`config.mk`:
```
export PLATFORM = sky130hd
export DESIGN_NAME = four_digit_segment_display_writer_unit_flat
export DESIGN_NICKNAME = d
export VERILOG_FILES = /design/src/design/fdsw_pkg.sv /design/src/design/fdsw_in_if.sv /design/src/design/fdsw_out_if.sv /design/src/design/four_digit_segment_display_writer_unit.sv /design/src/design/fdsw_digit_pipe.sv /design/src/design/fdsw_byte_ser.sv /design/src/flat_wrapper.sv
export SDC_FILE = /design/constraint.sdc
export NUM_CORES = 1
export LEC_CHECK = 0
export BUFFER_PORTS_ARGS = -buffer_cell sky130_fd_sc_hd__buf_2
export CELL_PAD_IN_SITES_DETAIL_PLACEMENT = 0
export CELL_PAD_IN_SITES_GLOBAL_PLACEMENT = 1
export CORE_AREA = 2 2 190 192
export DETAILED_ROUTE_END_ITERATION = 7
export DIE_AREA = 0 0 192 194
export PLACE_DENSITY_LB_ADDON = 0.1
export RECOVER_POWER = 100
export SYNTH_ARGS = -nofsm -noshare
export SYNTH_HDL_FRONTEND = slang
export SYNTH_SLANG_ARGS = --single-unit
```
`constraint.sdc`:
```
create_clock -name clk -period 6.3 [get_ports clk]
set_input_delay 0.315 -clock clk [delete_from_list [all_inputs] [get_ports clk]]
set_output_delay 0.315 -clock clk [all_outputs]
set_load 0.005 [all_outputs]
```
`src/design/fdsw_pkg.sv`:
```
// Shared constants and helper functions for the four-digit segment display writer.
// No dependencies.
package fdsw_pkg;

  localparam int VALUE_W = 14;
  localparam int BYTE_W  = 8;
  localparam int DIGIT_W = 4;

  localparam logic [BYTE_W-1:0] CMD_DATA_WRITE = 8'h40;
  localparam logic [BYTE_W-1:0] CMD_ADDRESS    = 8'hC0;

  // floor(v / 10) == (v * RECIP_10) >> RECIP_SHIFT for all v < 43699
  localparam logic [15:0] RECIP_10    = 16'd52429;
  localparam int          RECIP_SHIFT = 19;
  localparam int          PROD_W      = VALUE_W + 16;

  typedef struct packed {
    logic [VALUE_W-1:0] quot;
    logic [DIGIT_W-1:0] digit;
  } divmod_t;

  function automatic divmod_t divmod10(input logic [VALUE_W-1:0] v);
    logic [PROD_W-1:0]  prod;
    logic [VALUE_W-1:0] q;
    logic [VALUE_W-1:0] q10;
    logic [VALUE_W-1:0] rem;
    divmod_t            res;
    prod      = PROD_W'(v) * PROD_W'(RECIP_10);
    q         = VALUE_W'(prod[PROD_W-1:RECIP_SHIFT]);
    q10       = {q[VALUE_W-4:0], 3'b000} + {q[VALUE_W-2:0], 1'b0};
    rem       = v - q10;
    res.quot  = q;
    res.digit = rem[DIGIT_W-1:0];
    return res;
  endfunction

  function automatic logic [BYTE_W-1:0] seg_of(input logic [DIGIT_W-1:0] d);
    logic [BYTE_W-1:0] s;
    case (d)
      4'd0:    s = 8'h3F;
      4'd1:    s = 8'h06;
      4'd2:    s = 8'h5B;
      4'd3:    s = 8'h4F;
      4'd4:    s = 8'h66;
      4'd5:    s = 8'h6D;
      4'd6:    s = 8'h7D;
      4'd7:    s = 8'h07;
      4'd8:    s = 8'h7F;
      4'd9:    s = 8'h6F;
      default: s = 8'h00;
    endcase
    return s;
  endfunction

endpackage

```
`src/design/fdsw_in_if.sv`:
```
// Input channel: one value word per handshake.
// Depends on fdsw_pkg.
interface fdsw_in_if;
  logic                         valid;
  logic                         ready;
  logic [fdsw_pkg::VALUE_W-1:0] value;

  modport source(output valid, output value, input ready);
  modport sink(input valid, input value, output ready);
endinterface

```
`src/design/fdsw_out_if.sv`:
```
// Result channel: one controller byte word per handshake, with framing flags.
// Depends on fdsw_pkg.
interface fdsw_out_if;
  logic                        valid;
  logic                        ready;
  logic [fdsw_pkg::BYTE_W-1:0] wire_byte;
  logic                        start_before;
  logic                        stop_after;
  logic                        last;

  modport source(output valid, output wire_byte, output start_before,
                 output stop_after, output last, input ready);
  modport sink(input valid, input wire_byte, input start_before,
               input stop_after, input last, output ready);
endinterface

```
`src/design/four_digit_segment_display_writer_unit.sv`:
```
// Top level of the four-digit segment display writer.
// Depends on fdsw_pkg, fdsw_in_if, fdsw_out_if, fdsw_digit_pipe, fdsw_byte_ser.
//
// Usage:
//   in_if  carries one value word (14 bits); the low DIGIT_COUNT decimal digits
//          are shown, leading zeros as the pattern for 0.
//   out_if carries DIGIT_COUNT+2 byte words per value: 0x40 (start and stop),
//          0xC0 (start), then the segment patterns most significant digit
//          first, the final one with stop_after and last set.
//   Path: a value passes the input register, one stage per digit, then the
//          byte register of the sequencer before its first byte is offered.
//          Throughput: one byte per cycle while out_if.ready is high, with no
//          gap between values when the next one is waiting, set by the byte sequencer.
//   The digit pipeline keeps taking values while the sequencer is busy, so up
//   to DIGIT_COUNT+1 values can be in flight behind the one being sent.
//   When out_if.ready is low the current byte holds and the pipeline fills,
//   then in_if.ready drops. Synchronous reset (rst_n low) empties every stage
//   and the sequencer; nothing else needs clearing.
module four_digit_segment_display_writer_unit #(
  parameter int DIGIT_COUNT = 4
) (
  input logic        clk,
  input logic        rst_n,
  fdsw_in_if.sink    in_if,
  fdsw_out_if.source out_if
);
  import fdsw_pkg::*;

  logic                               dig_valid;
  logic                               dig_ready;
  logic [DIGIT_COUNT-1:0][BYTE_W-1:0] dig_seg;

  fdsw_digit_pipe #(
    .DIGIT_COUNT(DIGIT_COUNT)
  ) u_digit_pipe (
    .clk       (clk),
    .rst_n     (rst_n),
    .in_valid  (in_if.valid),
    .in_ready  (in_if.ready),
    .in_value  (in_if.value),
    .dig_valid (dig_valid),
    .dig_ready (dig_ready),
    .dig_seg   (dig_seg)
  );

  fdsw_byte_ser #(
    .DIGIT_COUNT(DIGIT_COUNT)
  ) u_byte_ser (
    .clk              (clk),
    .rst_n            (rst_n),
    .dig_valid        (dig_valid),
    .dig_ready        (dig_ready),
    .dig_seg          (dig_seg),
    .out_valid        (out_if.valid),
    .out_ready        (out_if.ready),
    .out_wire_byte    (out_if.wire_byte),
    .out_start_before (out_if.start_before),
    .out_stop_after   (out_if.stop_after),
    .out_last         (out_if.last)
  );

endmodule

```
`src/design/fdsw_digit_pipe.sv`:
```
// Input register plus one pipeline stage per decimal digit; each stage peels
// off one digit and maps it to a segment pattern. Depends on fdsw_pkg.
module fdsw_digit_pipe #(
  parameter int DIGIT_COUNT = 4
) (
  input  logic                                          clk,
  input  logic                                          rst_n,
  input  logic                                          in_valid,
  output logic                                          in_ready,
  input  logic [fdsw_pkg::VALUE_W-1:0]                  in_value,
  output logic                                          dig_valid,
  input  logic                                          dig_ready,
  output logic [DIGIT_COUNT-1:0][fdsw_pkg::BYTE_W-1:0] dig_seg
);
  import fdsw_pkg::*;

  logic                               vld_r [0:DIGIT_COUNT];
  logic [VALUE_W-1:0]                 val_r [0:DIGIT_COUNT];
  logic [DIGIT_COUNT-1:0][BYTE_W-1:0] seg_r [1:DIGIT_COUNT];
  logic                               rdy   [0:DIGIT_COUNT+1];

  assign rdy[DIGIT_COUNT+1] = dig_ready;

  genvar k;
  generate
    for (k = 0; k <= DIGIT_COUNT; k++) begin : g_rdy
      assign rdy[k] = !vld_r[k] || rdy[k+1];
    end
  endgenerate

  always_ff @(posedge clk) begin
    if (!rst_n) begin
      vld_r[0] <= 1'b0;
    end else if (rdy[0]) begin
      vld_r[0] <= in_valid;
    end
    if (rdy[0] && in_valid) begin
      val_r[0] <= in_value;
    end
  end

  generate
    for (k = 1; k <= DIGIT_COUNT; k++) begin : g_stage
      divmod_t                            dm;
      logic [DIGIT_COUNT-1:0][BYTE_W-1:0] seg_nxt;

      assign dm = divmod10(val_r[k-1]);

      if (k == 1) begin : g_first
        always_comb begin
          seg_nxt      = '0;
          seg_nxt[k-1] = seg_of(dm.digit);
        end
      end else begin : g_rest
        always_comb begin
          seg_nxt      = seg_r[k-1];
          seg_nxt[k-1] = seg_of(dm.digit);
        end
      end

      always_ff @(posedge clk) begin
        if (!rst_n) begin
          vld_r[k] <= 1'b0;
        end else if (rdy[k]) begin
          vld_r[k] <= vld_r[k-1];
        end
        if (rdy[k] && vld_r[k-1]) begin
          val_r[k] <= dm.quot;
          seg_r[k] <= seg_nxt;
        end
      end
    end
  endgenerate

  assign in_ready  = rdy[0];
  assign dig_valid = vld_r[DIGIT_COUNT];
  assign dig_seg   = seg_r[DIGIT_COUNT];

  // final stage quotient is dropped: digits above DIGIT_COUNT are not shown
  logic unused_quot;
  assign unused_quot = ^val_r[DIGIT_COUNT];

endmodule

```
`src/design/fdsw_byte_ser.sv`:
```
// Holds one value's segment patterns and walks the controller byte sequence,
// one word per handshake. Depends on fdsw_pkg.
module fdsw_byte_ser #(
  parameter int DIGIT_COUNT = 4
) (
  input  logic                                          clk,
  input  logic                                          rst_n,
  input  logic                                          dig_valid,
  output logic                                          dig_ready,
  input  logic [DIGIT_COUNT-1:0][fdsw_pkg::BYTE_W-1:0] dig_seg,
  output logic                                          out_valid,
  input  logic                                          out_ready,
  output logic [fdsw_pkg::BYTE_W-1:0]                   out_wire_byte,
  output logic                                          out_start_before,
  output logic                                          out_stop_after,
  output logic                                          out_last
);
  import fdsw_pkg::*;

  localparam int          IDX_W    = $clog2(DIGIT_COUNT + 2);
  localparam logic [IDX_W-1:0] IDX_CMD  = IDX_W'(0);
  localparam logic [IDX_W-1:0] IDX_ADDR = IDX_W'(1);
  localparam logic [IDX_W-1:0] IDX_LAST = IDX_W'(DIGIT_COUNT + 1);

  logic                               busy_r, busy_nxt;
  logic [IDX_W-1:0]                   cnt_r, cnt_nxt;
  logic [DIGIT_COUNT-1:0][BYTE_W-1:0] seg_r;
  logic                               at_last;
  logic                               take;
  logic [BYTE_W-1:0]                  seg_sel;

  assign at_last   = (cnt_r == IDX_LAST);
  assign dig_ready = !busy_r || (out_ready && at_last);
  assign take      = dig_valid && dig_ready;

  always_comb begin
    busy_nxt = busy_r;
    cnt_nxt  = cnt_r;
    if (busy_r && out_ready) begin
      if (at_last) begin
        busy_nxt = 1'b0;
        cnt_nxt  = IDX_CMD;
      end else begin
        cnt_nxt = cnt_r + 1'b1;
      end
    end
    if (take) begin
      busy_nxt = 1'b1;
      cnt_nxt  = IDX_CMD;
    end
  end

  always_ff @(posedge clk) begin
    if (!rst_n) begin
      busy_r <= 1'b0;
      cnt_r  <= IDX_CMD;
    end else begin
      busy_r <= busy_nxt;
      cnt_r  <= cnt_nxt;
    end
    if (take) begin
      seg_r <= dig_seg;
    end
  end

  // most significant digit goes first
  always_comb begin
    seg_sel = '0;
    for (int j = 0; j < DIGIT_COUNT; j++) begin
      if (cnt_r == IDX_W'(DIGIT_COUNT + 1 - j)) seg_sel = seg_r[j];
    end
  end

  always_comb begin
    out_start_before = 1'b0;
    out_stop_after   = at_last;
    case (cnt_r)
      IDX_CMD: begin
        out_wire_byte    = CMD_DATA_WRITE;
        out_start_before = 1'b1;
        out_stop_after   = 1'b1;
      end
      IDX_ADDR: begin
        out_wire_byte    = CMD_ADDRESS;
        out_start_before = 1'b1;
      end
      default: begin
        out_wire_byte = seg_sel;
      end
    endcase
  end

  assign out_valid = busy_r;
  assign out_last  = at_last;

  a_cnt_range: assert property (@(posedge clk) disable iff (!rst_n)
    busy_r |-> cnt_r <= IDX_LAST)
    else $error("byte index past end of sequence");

  a_idle_cnt: assert property (@(posedge clk) disable iff (!rst_n)
    !busy_r |-> cnt_r == IDX_CMD)
    else $error("idle with nonzero byte index");

  a_step: assert property (@(posedge clk) disable iff (!rst_n)
    (busy_r && out_ready && !at_last) |=> busy_r && cnt_r == $past(cnt_r) + 1'b1)
    else $error("byte index did not advance");

  a_hold: assert property (@(posedge clk) disable iff (!rst_n)
    (busy_r && !out_ready) |=> busy_r && $stable(cnt_r) && $stable(seg_r))
    else $error("sequence changed while stalled");

  a_no_early_load: assert property (@(posedge clk) disable iff (!rst_n)
    (busy_r && !at_last) |-> !dig_ready)
    else $error("new value taken mid-sequence");

endmodule

```
`src/flat_wrapper.sv`:
```
// flat-port wrapper written by rule: the top's interface ports become plain ports
module four_digit_segment_display_writer_unit_flat import fdsw_pkg::*;
#(
  parameter int DIGIT_COUNT = 4
)
  (clk, rst_n, in_if_valid, in_if_value, in_if_ready, out_if_valid, out_if_wire_byte, out_if_start_before, out_if_stop_after, out_if_last, out_if_ready);
  fdsw_in_if in_if_i ();
  fdsw_out_if out_if_i ();
  input logic clk;
  input logic rst_n;
  input wire logic [$bits(in_if_i.valid)-1:0] in_if_valid;
  input wire logic [$bits(in_if_i.value)-1:0] in_if_value;
  output wire logic [$bits(in_if_i.ready)-1:0] in_if_ready;
  output wire logic [$bits(out_if_i.valid)-1:0] out_if_valid;
  output wire logic [$bits(out_if_i.wire_byte)-1:0] out_if_wire_byte;
  output wire logic [$bits(out_if_i.start_before)-1:0] out_if_start_before;
  output wire logic [$bits(out_if_i.stop_after)-1:0] out_if_stop_after;
  output wire logic [$bits(out_if_i.last)-1:0] out_if_last;
  input wire logic [$bits(out_if_i.ready)-1:0] out_if_ready;
  assign in_if_i.valid = in_if_valid;
  assign in_if_i.value = in_if_value;
  assign in_if_ready = in_if_i.ready;
  assign out_if_valid = out_if_i.valid;
  assign out_if_wire_byte = out_if_i.wire_byte;
  assign out_if_start_before = out_if_i.start_before;
  assign out_if_stop_after = out_if_i.stop_after;
  assign out_if_last = out_if_i.last;
  assign out_if_i.ready = out_if_ready;
  four_digit_segment_display_writer_unit #(.DIGIT_COUNT(DIGIT_COUNT)) u_core (.clk(clk), .rst_n(rst_n), .in_if(in_if_i), .out_if(out_if_i));
endmodule
```
Yosys cells after proc, flatten, opt, wreduce, memory -nomap -nowiden
Memories as Yosys holds them, arrays and structs flattened. A register that Yosys moved wholly into a read port is not among the register bits.
Cells that the tools add are included.
{ "totals": {"in_bits": 18, "latchBits": 0, "register_bits": 4, "mem_bits_ro": 448, "memories": 7, "output_inout_bits": 13, "mem_bits_rw": 203} }
{ "mem_list": {"columns": ["name", "words", "width", "rd", "rd_clocked_by_memory_dff", "wr", "line_no", "rtl"], "rows": [
  ["u_core.u_digit_pipe.seg_r", 4, 32, 4, 1, 4, "fdsw_digit_pipe.sv:19", "logic [DIGIT_COUNT-1:0][BYTE_W-1:0] seg_r [1:DIGIT_COUNT];"],
  ["(name not given)", 16, 7, 1, 0, 0, "fdsw_pkg.sv:39", "case (d)"],
  ["(name not given)", 16, 7, 1, 0, 0, "fdsw_pkg.sv:39", null],
  ["(name not given)", 16, 7, 1, 0, 0, "fdsw_pkg.sv:39", null],
  ["(name not given)", 16, 7, 1, 0, 0, "fdsw_pkg.sv:39", null],
  ["u_core.u_digit_pipe.val_r", 5, 14, 4, 0, 5, "fdsw_digit_pipe.sv:18", "logic [VALUE_W-1:0] val_r [0:DIGIT_COUNT];"],
  ["+1 memories", null, null, null, null, null, null, null]
]} }
{ "op_classes": {"add_sub_neg": 9, "mux": 42, "order_cmp": 0, "bitwise_logic": 6, "shifts": 0, "multipliers": 4, "n_eq_ne": 5, "div_mod_pow": 0, "reduce_logical": 26} }
{ "op_table": {"columns": ["operator", "count"], "rows": [
  ["14-bit by 16-bit multiplier with 30-bit output (second input constant)", 4],
  ["1-bit two-way mux", 36],
  ["8-bit two-way mux", 4],
  ["4-bit adder", 4],
  ["8-bit one-hot mux with 2 select lines", 1],
  ["4-bit subtractor", 4],
  ["1-bit logical AND", 8],
  ["3-bit by 2-bit == test with 1-bit output (second input constant)", 2],
  ["3-bit == test (second input constant)", 2],
  ["1-bit logical NOT", 6],
  ["1-bit logical OR", 6],
  ["1-bit OR", 5],
  ["2-bit nonzero test", 2],
  ["2-bit OR reduction", 2],
  ["3-bit by 1-bit adder with 3-bit output (second input constant)", 1],
  ["3-bit by 1-bit == test with 1-bit output (second input constant)", 1],
  ["3-bit logical NOT", 1],
  ["3-bit two-way mux", 1],
  ["2-bit AND reduction", 1],
  ["1-bit inverter", 1]
]} }

Depth between registers and ports, before layout
Gate-level depths: netlist of the first run.
{ "logic_depth": {"word_depth": 12, "mapped_depth": 25, "depth_no_buf": 25} }

Cells and area by module
Synthesis of the first run repeated with hierarchy kept, for this count alone.
{ "hier_totals": {"hier_cells": 1352, "hier_area_um2": 15904.0} }
{ "modules_own_cells": {"columns": ["module", "instances", "cells_per_inst", "area_each_um2"], "rows": [
  ["fdsw_digit_pipe", 1, 1242, 14395.1],
  ["fdsw_byte_ser", 1, 110, 1508.9]
]} }

Worst setup path after synthesis of the first run
Ideal clock, no wire load.
{ "synth_path": {"kind": "register to register", "startpoint": "memory u_core.u_digit_pipe.val_r[0][12]", "endpoint": "memory u_core.u_digit_pipe.seg_r[1][0] (netlist bit) (data pin)", "setup_slack_ns": 0.441, "arrival_ns": 5.727, "n_path_buf": 0, "path_stages_with_launch": 26, "setup_ns": 0.132, "cell_sequence": "edfxtp_1 -> inv_1 -> ha_1 -> inv_1 -> fa_1 -> inv_1 -> fa_1 -> fa_1 -> inv_1 -> fa_1 -> inv_1 -> fa_1 -> inv_1 -> ha_1 -> nand4_1 -> nor2_1 -> nor3_1 -> o31ai_2 -> a21oi_1 -> xnor2_1 -> ha_1 -> xor2_1 -> xnor2_2 -> xnor2_2 -> or3_1 -> nand2_1"} }
{ "synth_rtl": {"columns": ["item", "line_no"], "rows": [
  ["start: declaration", "fdsw_digit_pipe.sv:18"],
  ["end: declaration", "fdsw_digit_pipe.sv:19"]
]} }

==> summary.md, run 1 <==
| Metric | Value |
|---|---|
| Synth Area in XOR/XNOR | `4.06%` |
| Critical path arrival | `6.29 ns` |
| Initial DRC count | `211` |
| Max Root-Sink Buffers | `2` |
| Total track usage | `16.1%` |
| Crit path max fanout | `7` |
| Critical Path Sink | `u_core.u_digit_pipe.seg_r[3][21]` |
| Synth Flop Type | `edfxtp_1` |
| Post-DR vias/cell | `4.81` |
| Final #Nets | `1966` |
| Clk_skew | `0.00917 ns` |
| Crit path top cell by count | `fa_1` |
| Diodes inserted | `0` |
| Final instance area | `17600 µm²` |
| DP Area | `16600 µm²` |
| Largest family of logic cells by synthesized area | `adder cells` |
| Commonest cells after routing, fill and taps aside | `ha_1, inv_1, edfxtp_1` |
| Clk root buf | `clkbuf_16` |
| Initial core utilization | `44.6%` |
| TritonCTS clock tree | `built` |
| Crit. End Element | `flip-flop` |
| R2r setup slk | `0.27 ns` |
| Crit. Startpoint | `u_core.u_digit_pipe.val_r[0][31]` |
| FF-to-FF path depth | `21` |
| Relative slew slack | `-105%` |
| # fillers | `3237` |
| Clock sink count | `151` |
| Ports | `31` |
| Final-report max-slew violation count | `61` |
| Final hold vios | `0` |
| GP Congestion | `0.801` |
| Peak Freq | `0.166 GHz` |
| Multi-input gate area | `10200 µm²` |
| Worst Max-Slew Pin Slew | `3.07 ns` |
| Remaining Overflow, GRT | `0` |
| Core area | `35200 µm²` |
| Largest net degree at the start of global routing | `32` |
| Cell variety after synth | `66` |
| Mux cell area share after synthesis | `1.85%` |
| Register Area | `4480 µm²` |
| FP Rows | `69` |
| Post-layout min period | `6.03 ns` |
| Die Ht | `194 µm` |
| Crit start category | `flip-flop` |
| CTS buffer count | `17` |
| Layout cells sized above 1 | `11.2%` |
| Final number of setup-violating endpoints | `0` |
| Most common cell after layout, fill and taps aside | `ha_1` |
| Post-Synth Simple-Gate Area | `4.92%` |
| DRT antenna net count | `0` |
| Slowest CP cell | `fa_1` |
| Fraction of registers with async set/reset | `0%` |
| Sequential area share after synthesis | `28.6%` |
| Area grow syn2layout | `11.9%` |
| DR WL/cell | `14.7 µm` |
| Detail Placement HPWL | `23900 µm` |
| 1st-pass router iterations | `4` |
| DRT Wirelength | `28200 µm` |
| Number of synthesized flops with an enable pin | `146` |
| FF-to-FF End | `u_core.u_digit_pipe.seg_r[3][21]` |
| Syn Std Cell Area | `15700 µm²` |
| Synth Area in Compound Gates | `6.39%` |
| Vias in the first global route | `9759` |
| Total negative slack | `0 ns` |
| Syn avg cell area | `11.6 µm²` |
| Status | `finished, violations left` |
| Initial antenna violation count | `0` |
| Die W | `192 µm` |
| Period utilization | `95.8%` |
| YS warnings | `0` |
| Largest area contributor in the netlist | `ha_1` |
| First-pass GRT wire length | `47600 µm` |
| Worst Hold Class | `in -> reg` |
| H-Tree Depth | `4` |
| I/O Buffers | `30` |
| Max cap viols | `2` |
| Worst endpoint required time | `6.56 ns` |
| Cells along the critical path | `buf_4 > ha_1 > ha_2 > fa_1 > fa_1 > inv_1 > fa_1 > inv_1 > fa_1 > ha_1 > and3_1 > a221oi_2 > nor2b_1 > nand4b_1 > nand2_2 > xnor2_2 > ha_1 > a211oi_2 > xnor2_2 > xnor2_4 > mux2i_1` |
| Failing checks | `capacitance limit, slew limit` |
| Syn_nets | `1871` |
| Clock Pin Slew Worst Setup and Hold Paths | `0.07 ns` |
| WS Path Type | `reg -> reg` |
| Drt drc | `0` |
| Synth top area share | `28.4%` |
| Setup WS post-layout | `0.267 ns` |
| Max incr delay on CP | `0.57 ns` |
| Post-synthesis cell count | `1352` |
| Clk Latency, worst-skew pair | `0.43 ns` |
| R2R Path Start | `u_core.u_digit_pipe.val_r[0][31]` |
| Seq cells post-synth | `151` |
| Die ar. | `37200 µm²` |
| Routed via count | `9247` |
| Area contributors post-synth | `ha_1, edfxtp_1, fa_1, inv_1, mux2i_1` |
| Pre-CTS setup slack | `0.0665 ns` |
| Post-synthesis adder-cell area fraction | `46.9%` |
-- final cells by class --
type                            instances  share of cell area, %
Multi-Input combinational cell        896                   58.4
Sequential cell                       151                   25.5
Inverter                              299                   6.39
Tap cell                              461                   3.29
Timing Repair Buffer                   82                   3.02
Clock buffer                           20                   2.79
Clock inverter                         12                  0.599
-- logic make-up (layout without fill, tap and decap cells) --
family,after synthesis,after routing
compound gates,142,142
xor+xnor,62,63
fa+ha+maj,501,501
buf+inv,306,413
flops,151,151
mux,29,29
simple gates,161,161
-- metal layers --
layer / part of all wire [%] / global-route usage [%] / wire length, µm
met1: 49 / 22.1 / 13800
met2: 49 / 27.6 / 13800
met3: 1.7 / 1.83 / 471
met4: 0.74 / 3.25 / 208
met5: 0 / 0 / 0
-- timing repair --
| action | in CTS | in global routing |
|---|---|---|
| buffers inserted | 0 | 24 |
| endpoints found under the setup margin | 0 | 29 |
| gates resized for setup | 0 | 41 |
| hold buffers | 0 | 0 |
-- worst min path at each step --
stage / start / to / slack (ns) / cells after the start
floorplan: u_core.u_digit_pipe.seg_r[4][0] / u_core.u_byte_ser.seg_r[0] / 0.40 / 0
global placement: u_core.u_digit_pipe.seg_r[3][5] / u_core.u_digit_pipe.seg_r[4][5] / 0.40 / 0
detailed placement: u_core.u_digit_pipe.seg_r[4][6] / u_core.u_byte_ser.seg_r[6] / 0.40 / 0
CTS: in_if_value[0] / u_core.u_digit_pipe.val_r[0][0] / 0.04 / 1
global route: in_if_value[9] / u_core.u_digit_pipe.val_r[0][9] / 0.05 / 1
finish: in_if_value[0] / u_core.u_digit_pipe.val_r[0][0] / 0.07 / 1
-- state kept, by name (all words and copies together), names as in the netlist --
| name | flops |
|---|---|
| u_core.u_byte_ser.cnt_r | 3 |
| u_core.u_byte_ser.out_valid | 1 |
| u_core.u_byte_ser.seg_r | 28 |
| u_core.u_digit_pipe.seg_r | 70 |
| u_core.u_digit_pipe.val_r | 44 |
| u_core.u_digit_pipe.vld_r | 5 |
-- worst max-delay path: cells and delay by family (launching register included) --
family,cells,cell delay (ns)
adder cells (fa/ha/maj),8,3.04
AND/OR/NAND/NOR,4,0.72
XOR/XNOR,3,0.56
AO/OA/AOI/OAI,2,0.55
flip-flops,1,0.44
buffers and inverters,3,0.31
multiplexers,1,0.25
-- per-stage QoR --
stage | hold WS [ns] | utilization, % | instances
after floorplan | 0.400 | - | 1352
after global placement | 0.401 | 47.2 | 1864
after global routing | 0.0524 | 49.8 | 1921
final | 0.0670 | 49.8 | 1921
after CTS | 0.0423 | 48.9 | 1896
after detailed placement | 0.405 | 47.2 | 1864
-- Yosys cell counts (6+ instances only) --
| master | number |
|---|---|
| a21o_1 | 12 |
| nor2_1 | 48 |
| o21ai_0 | 7 |
| and2_1 | 14 |
| xnor2_1 | 25 |
| a22o_1 | 12 |
| clkbuf_1 | 6 |
| nand3_1 | 8 |
| xor2_1 | 29 |
| nand4_1 | 9 |
| mux2i_1 | 29 |
| inv_1 | 298 |
| edfxtp_1 | 146 |
| nand2_1 | 41 |
| ha_1 | 356 |
| o21ai_1 | 13 |
| fa_1 | 145 |
| nor2b_1 | 7 |
| a21oi_1 | 46 |
| nor3_1 | 13 |
Power of run 1 is not shown: default switching activity piles up to over one toggle a cycle in this logic, so the estimate is an artifact.
==> inputs of run 2 (changes only) <==
--- a/config.mk
+++ b/config.mk
@@ -13,6 +13,7 @@
 export DIE_AREA = 0 0 192 194
 export PLACE_DENSITY_LB_ADDON = 0.1
 export RECOVER_POWER = 100
+export SLEW_MARGIN = 20
 export SYNTH_ARGS = -nofsm -noshare
 export SYNTH_HDL_FRONTEND = slang
 export SYNTH_SLANG_ARGS = --single-unit
==> constraint.sdc (replaced) <==
create_clock -name clk -period 5.95 [get_ports clk]
set_input_delay 0.2975 -clock clk [delete_from_list [all_inputs] [get_ports clk]]
set_output_delay 0.2975 -clock clk [all_outputs]
set_load 0.005 [all_outputs]
==> summary.md, run 2 (same netlist as run 1, synthesis figures left out) <==
| Metric | Value |
|---|---|
| Met2 usage | `28.1% (+0.53 points)` |
| Vias in the first global route | `10.1k (+3.2%)` |
| Area grow syn2layout | `17.7%` |
| Max cap viols | `2 (unchanged)` |
| Met3 GRT Util | `2.32% (+0.49 points)` |
| Hold-critical path depth | `1 (unchanged)` |
| Clock Pin Slew Worst Setup and Hold Paths | `0.07 ns (about the same)` |
| Clk Latency, worst-skew pair | `0.43 ns (about the same)` |
| Relative slew slack | `-104% (+1.3 points)` |
| Detail Placement HPWL | `24800 µm (+3.6%)` |
| Peak Freq | `0.167 GHz (+0.82%)` |
| Layout cells sized above 1 | `19.1% (+7.8 points)` |
| Critical path arrival | `6.28 ns (about the same)` |
| Failing checks | `capacitance limit, slew limit, setup timing` |
| Clk_skew | `0.0144 ns (+0.00521 ns)` |
| Die ar. | `37200 µm² (unchanged)` |
| Worst endpoint required time | `6.25 ns (-0.31 ns)` |
| # fillers | `3213 (-0.74%)` |
| Met1 Use GR | `22.8% (+0.77 points)` |
| Routed via count | `9547 (+3.2%)` |
| Die Ht | `194 µm (unchanged)` |
| Crit. Startpoint | `u_core.u_digit_pipe.val_r[0][13]` |
| Remaining Overflow, GRT | `0 (unchanged)` |
| Clk root buf | `clkbuf_16` |
| WHS Endpoint | `u_core.u_digit_pipe.val_r[0][8]` |
| GP Congestion | `0.819 (+2.3%)` |
| Post-layout min period | `5.98 ns (-0.0491 ns)` |
| Hold path start | `in_if_value[8]` |
| Largest net degree at the start of global routing | `32 (unchanged)` |
| Setup WS post-layout | `-0.0341 ns (-0.301 ns)` |
| Status | `finished, violations left` |
| Largest registers | `u_core.u_digit_pipe.seg_r (70), u_core.u_digit_pipe.val_r (44), u_core.u_byte_ser.seg_r (28)` |
| Total track usage | `16.6% (+0.48 points)` |
| Initial core utilization | `44.6% (unchanged)` |
| Clock sink count | `151 (unchanged)` |
| Final number of setup-violating endpoints | `2 (+2)` |
| Core area | `35200 µm² (unchanged)` |
| R2R Path Start | `u_core.u_digit_pipe.val_r[0][13]` |
| Post-CTS Hold Fix Bufs | `0 (unchanged)` |
| WS Path Type | `reg -> reg` |
| I/O Buffers | `30 (unchanged)` |
| Crit path max fanout | `7 (unchanged)` |
| DRT antenna net count | `0 (unchanged)` |
| Crit start category | `flip-flop` |
| Post-DR vias/cell | `4.79 (-0.44%)` |
| DR WL/cell | `14.6 µm (-0.79%)` |
| Ports | `31 (unchanged)` |
| Drt drc | `0 (unchanged)` |
| Unrepaired setup endpoints after global routing | `yes` |
| First-pass GRT wire length | `49300 µm (+3.5%)` |
| H-Tree Depth | `4 (unchanged)` |
| Die W | `192 µm (unchanged)` |
| Max Root-Sink Buffers | `2 (unchanged)` |
| FF-to-FF End | `u_core.u_digit_pipe.seg_r[1][6]` |
| Final hold vios | `0 (unchanged)` |
| FF-to-FF path depth | `25 (+19%)` |
| Worst Hold Class | `in -> reg` |
| R2r setup slk | `-0.03 ns (-0.30 ns)` |
| DRT Wirelength | `29100 µm (+2.9%)` |
| Crit path top cell by count | `fa_1` |
| Final instance area | `18500 µm² (+5.2%)` |
| Initial antenna violation count | `0 (unchanged)` |
| CTS buffer count | `17 (unchanged)` |
| Worst Max-Slew Pin Slew | `3.05 ns (-0.0189 ns)` |
| Max incr delay on CP | `0.57 ns (about the same)` |
| Slowest CP cell | `fa_1` |
| Final #Nets | `2037 (+3.6%)` |
| Diodes inserted | `0 (unchanged)` |
| Crit. End Element | `flip-flop` |
| FP Rows | `69 (unchanged)` |
| Final-report max-slew violation count | `62 (+1.6%)` |
| 1st-pass router iterations | `4 (unchanged)` |
| Period utilization | `101% (+4.8 points)` |
| Most common cell after layout, fill and taps aside | `ha_1` |
| Max reg flops | `70 (unchanged)` |
| DP Area | `17100 µm² (+2.7%)` |
| Commonest cells after routing, fill and taps aside | `ha_1, inv_1, edfxtp_1` |
| Biggest register | `u_core.u_digit_pipe.seg_r` |
| Initial DRC count | `214 (+1.4%)` |
| GRT Max-Usage Layer | `met2` |
| TritonCTS clock tree | `built` |
[run 2: cell types whose count changed in the layout (fill, tap and decap cells not counted), moves of 5 or more]
cell,before,now
buf_6,0,5
ha_2,7,15
inv_1,295,288
buf_4,42,112
ha_1,345,324
o21ai_0,16,10
inv_2,4,11
ha_4,4,17
[run 2: cell type report]
class	count	area [µm²]	share of cell area [%]
clock inverters	15	164	0.888
multi-input cells	895	10600	57.4
flip-flops and latches	151	4480	24.3
inverters	299	1120	6.08
repair buffers	154	1100	5.96
well taps	461	577	3.12
clock buffers	17	425	2.30
[run 2: critical path: cells and delay by family, from the launching register on]
kind,cells,cell delay (ns)
adder cells (fa/ha/maj),8,3.31
AND/OR/NAND/NOR,5,0.87
buffers and inverters,6,0.37
flip-flops,1,0.40
XOR/XNOR,4,0.57
AO/OA/AOI/OAI,2,0.31
[run 2: through the flow]
| step | hold slack [ns] | setup slack (ns) | util (%) | TNS (ns) | std cells |
|---|---|---|---|---|---|
| after global placement | 0.401 | -0.0916 | 48.5 | -0.533 | 1924 |
| after detailed placement | 0.405 | -0.254 | 48.5 | -2.30 | 1924 |
| after global routing | 0.0272 | -0.247 | 52.4 | -2.48 | 1992 |
| final | 0.0352 | -0.0341 | 52.4 | -0.0676 | 1992 |
| after floorplan | 0.396 | 0.0906 | - | 0 | 1352 |
| after CTS | 0.0161 | -0.0494 | 50.8 | -0.0937 | 1971 |
[run 2: how the worst max path moves through the flow]
stage                                 endpoint  cells past startpoint
2_1_floorplan  u_core.u_digit_pipe.seg_r[1][0]                     25
5_1_grt        u_core.u_digit_pipe.seg_r[1][6]                     25
3_3_place_gp   u_core.u_digit_pipe.seg_r[1][3]                     24
6_report       u_core.u_digit_pipe.seg_r[1][6]                     25
3_5_place_dp   u_core.u_digit_pipe.seg_r[1][3]                     24
4_1_cts        u_core.u_digit_pipe.seg_r[1][0]                     25
[run 2: repair_timing]
action / in CTS / in global routing
cloned: 0 / 0
gates resized for setup: 21 / 93
pin swaps: 24 / 79
endpoints found under the hold margin: 0 / 0
buffers inserted: 15 / 21
setup endpoints to repair: 21 / 32
[run 2: metal layers]
metal	routed length [µm]	vias up
li1	-	4889
met3	459	15
met5	0	-
met1	14000	4587
met4	190	0
met2	14400	56
Power of run 2 is left out for the same reason.
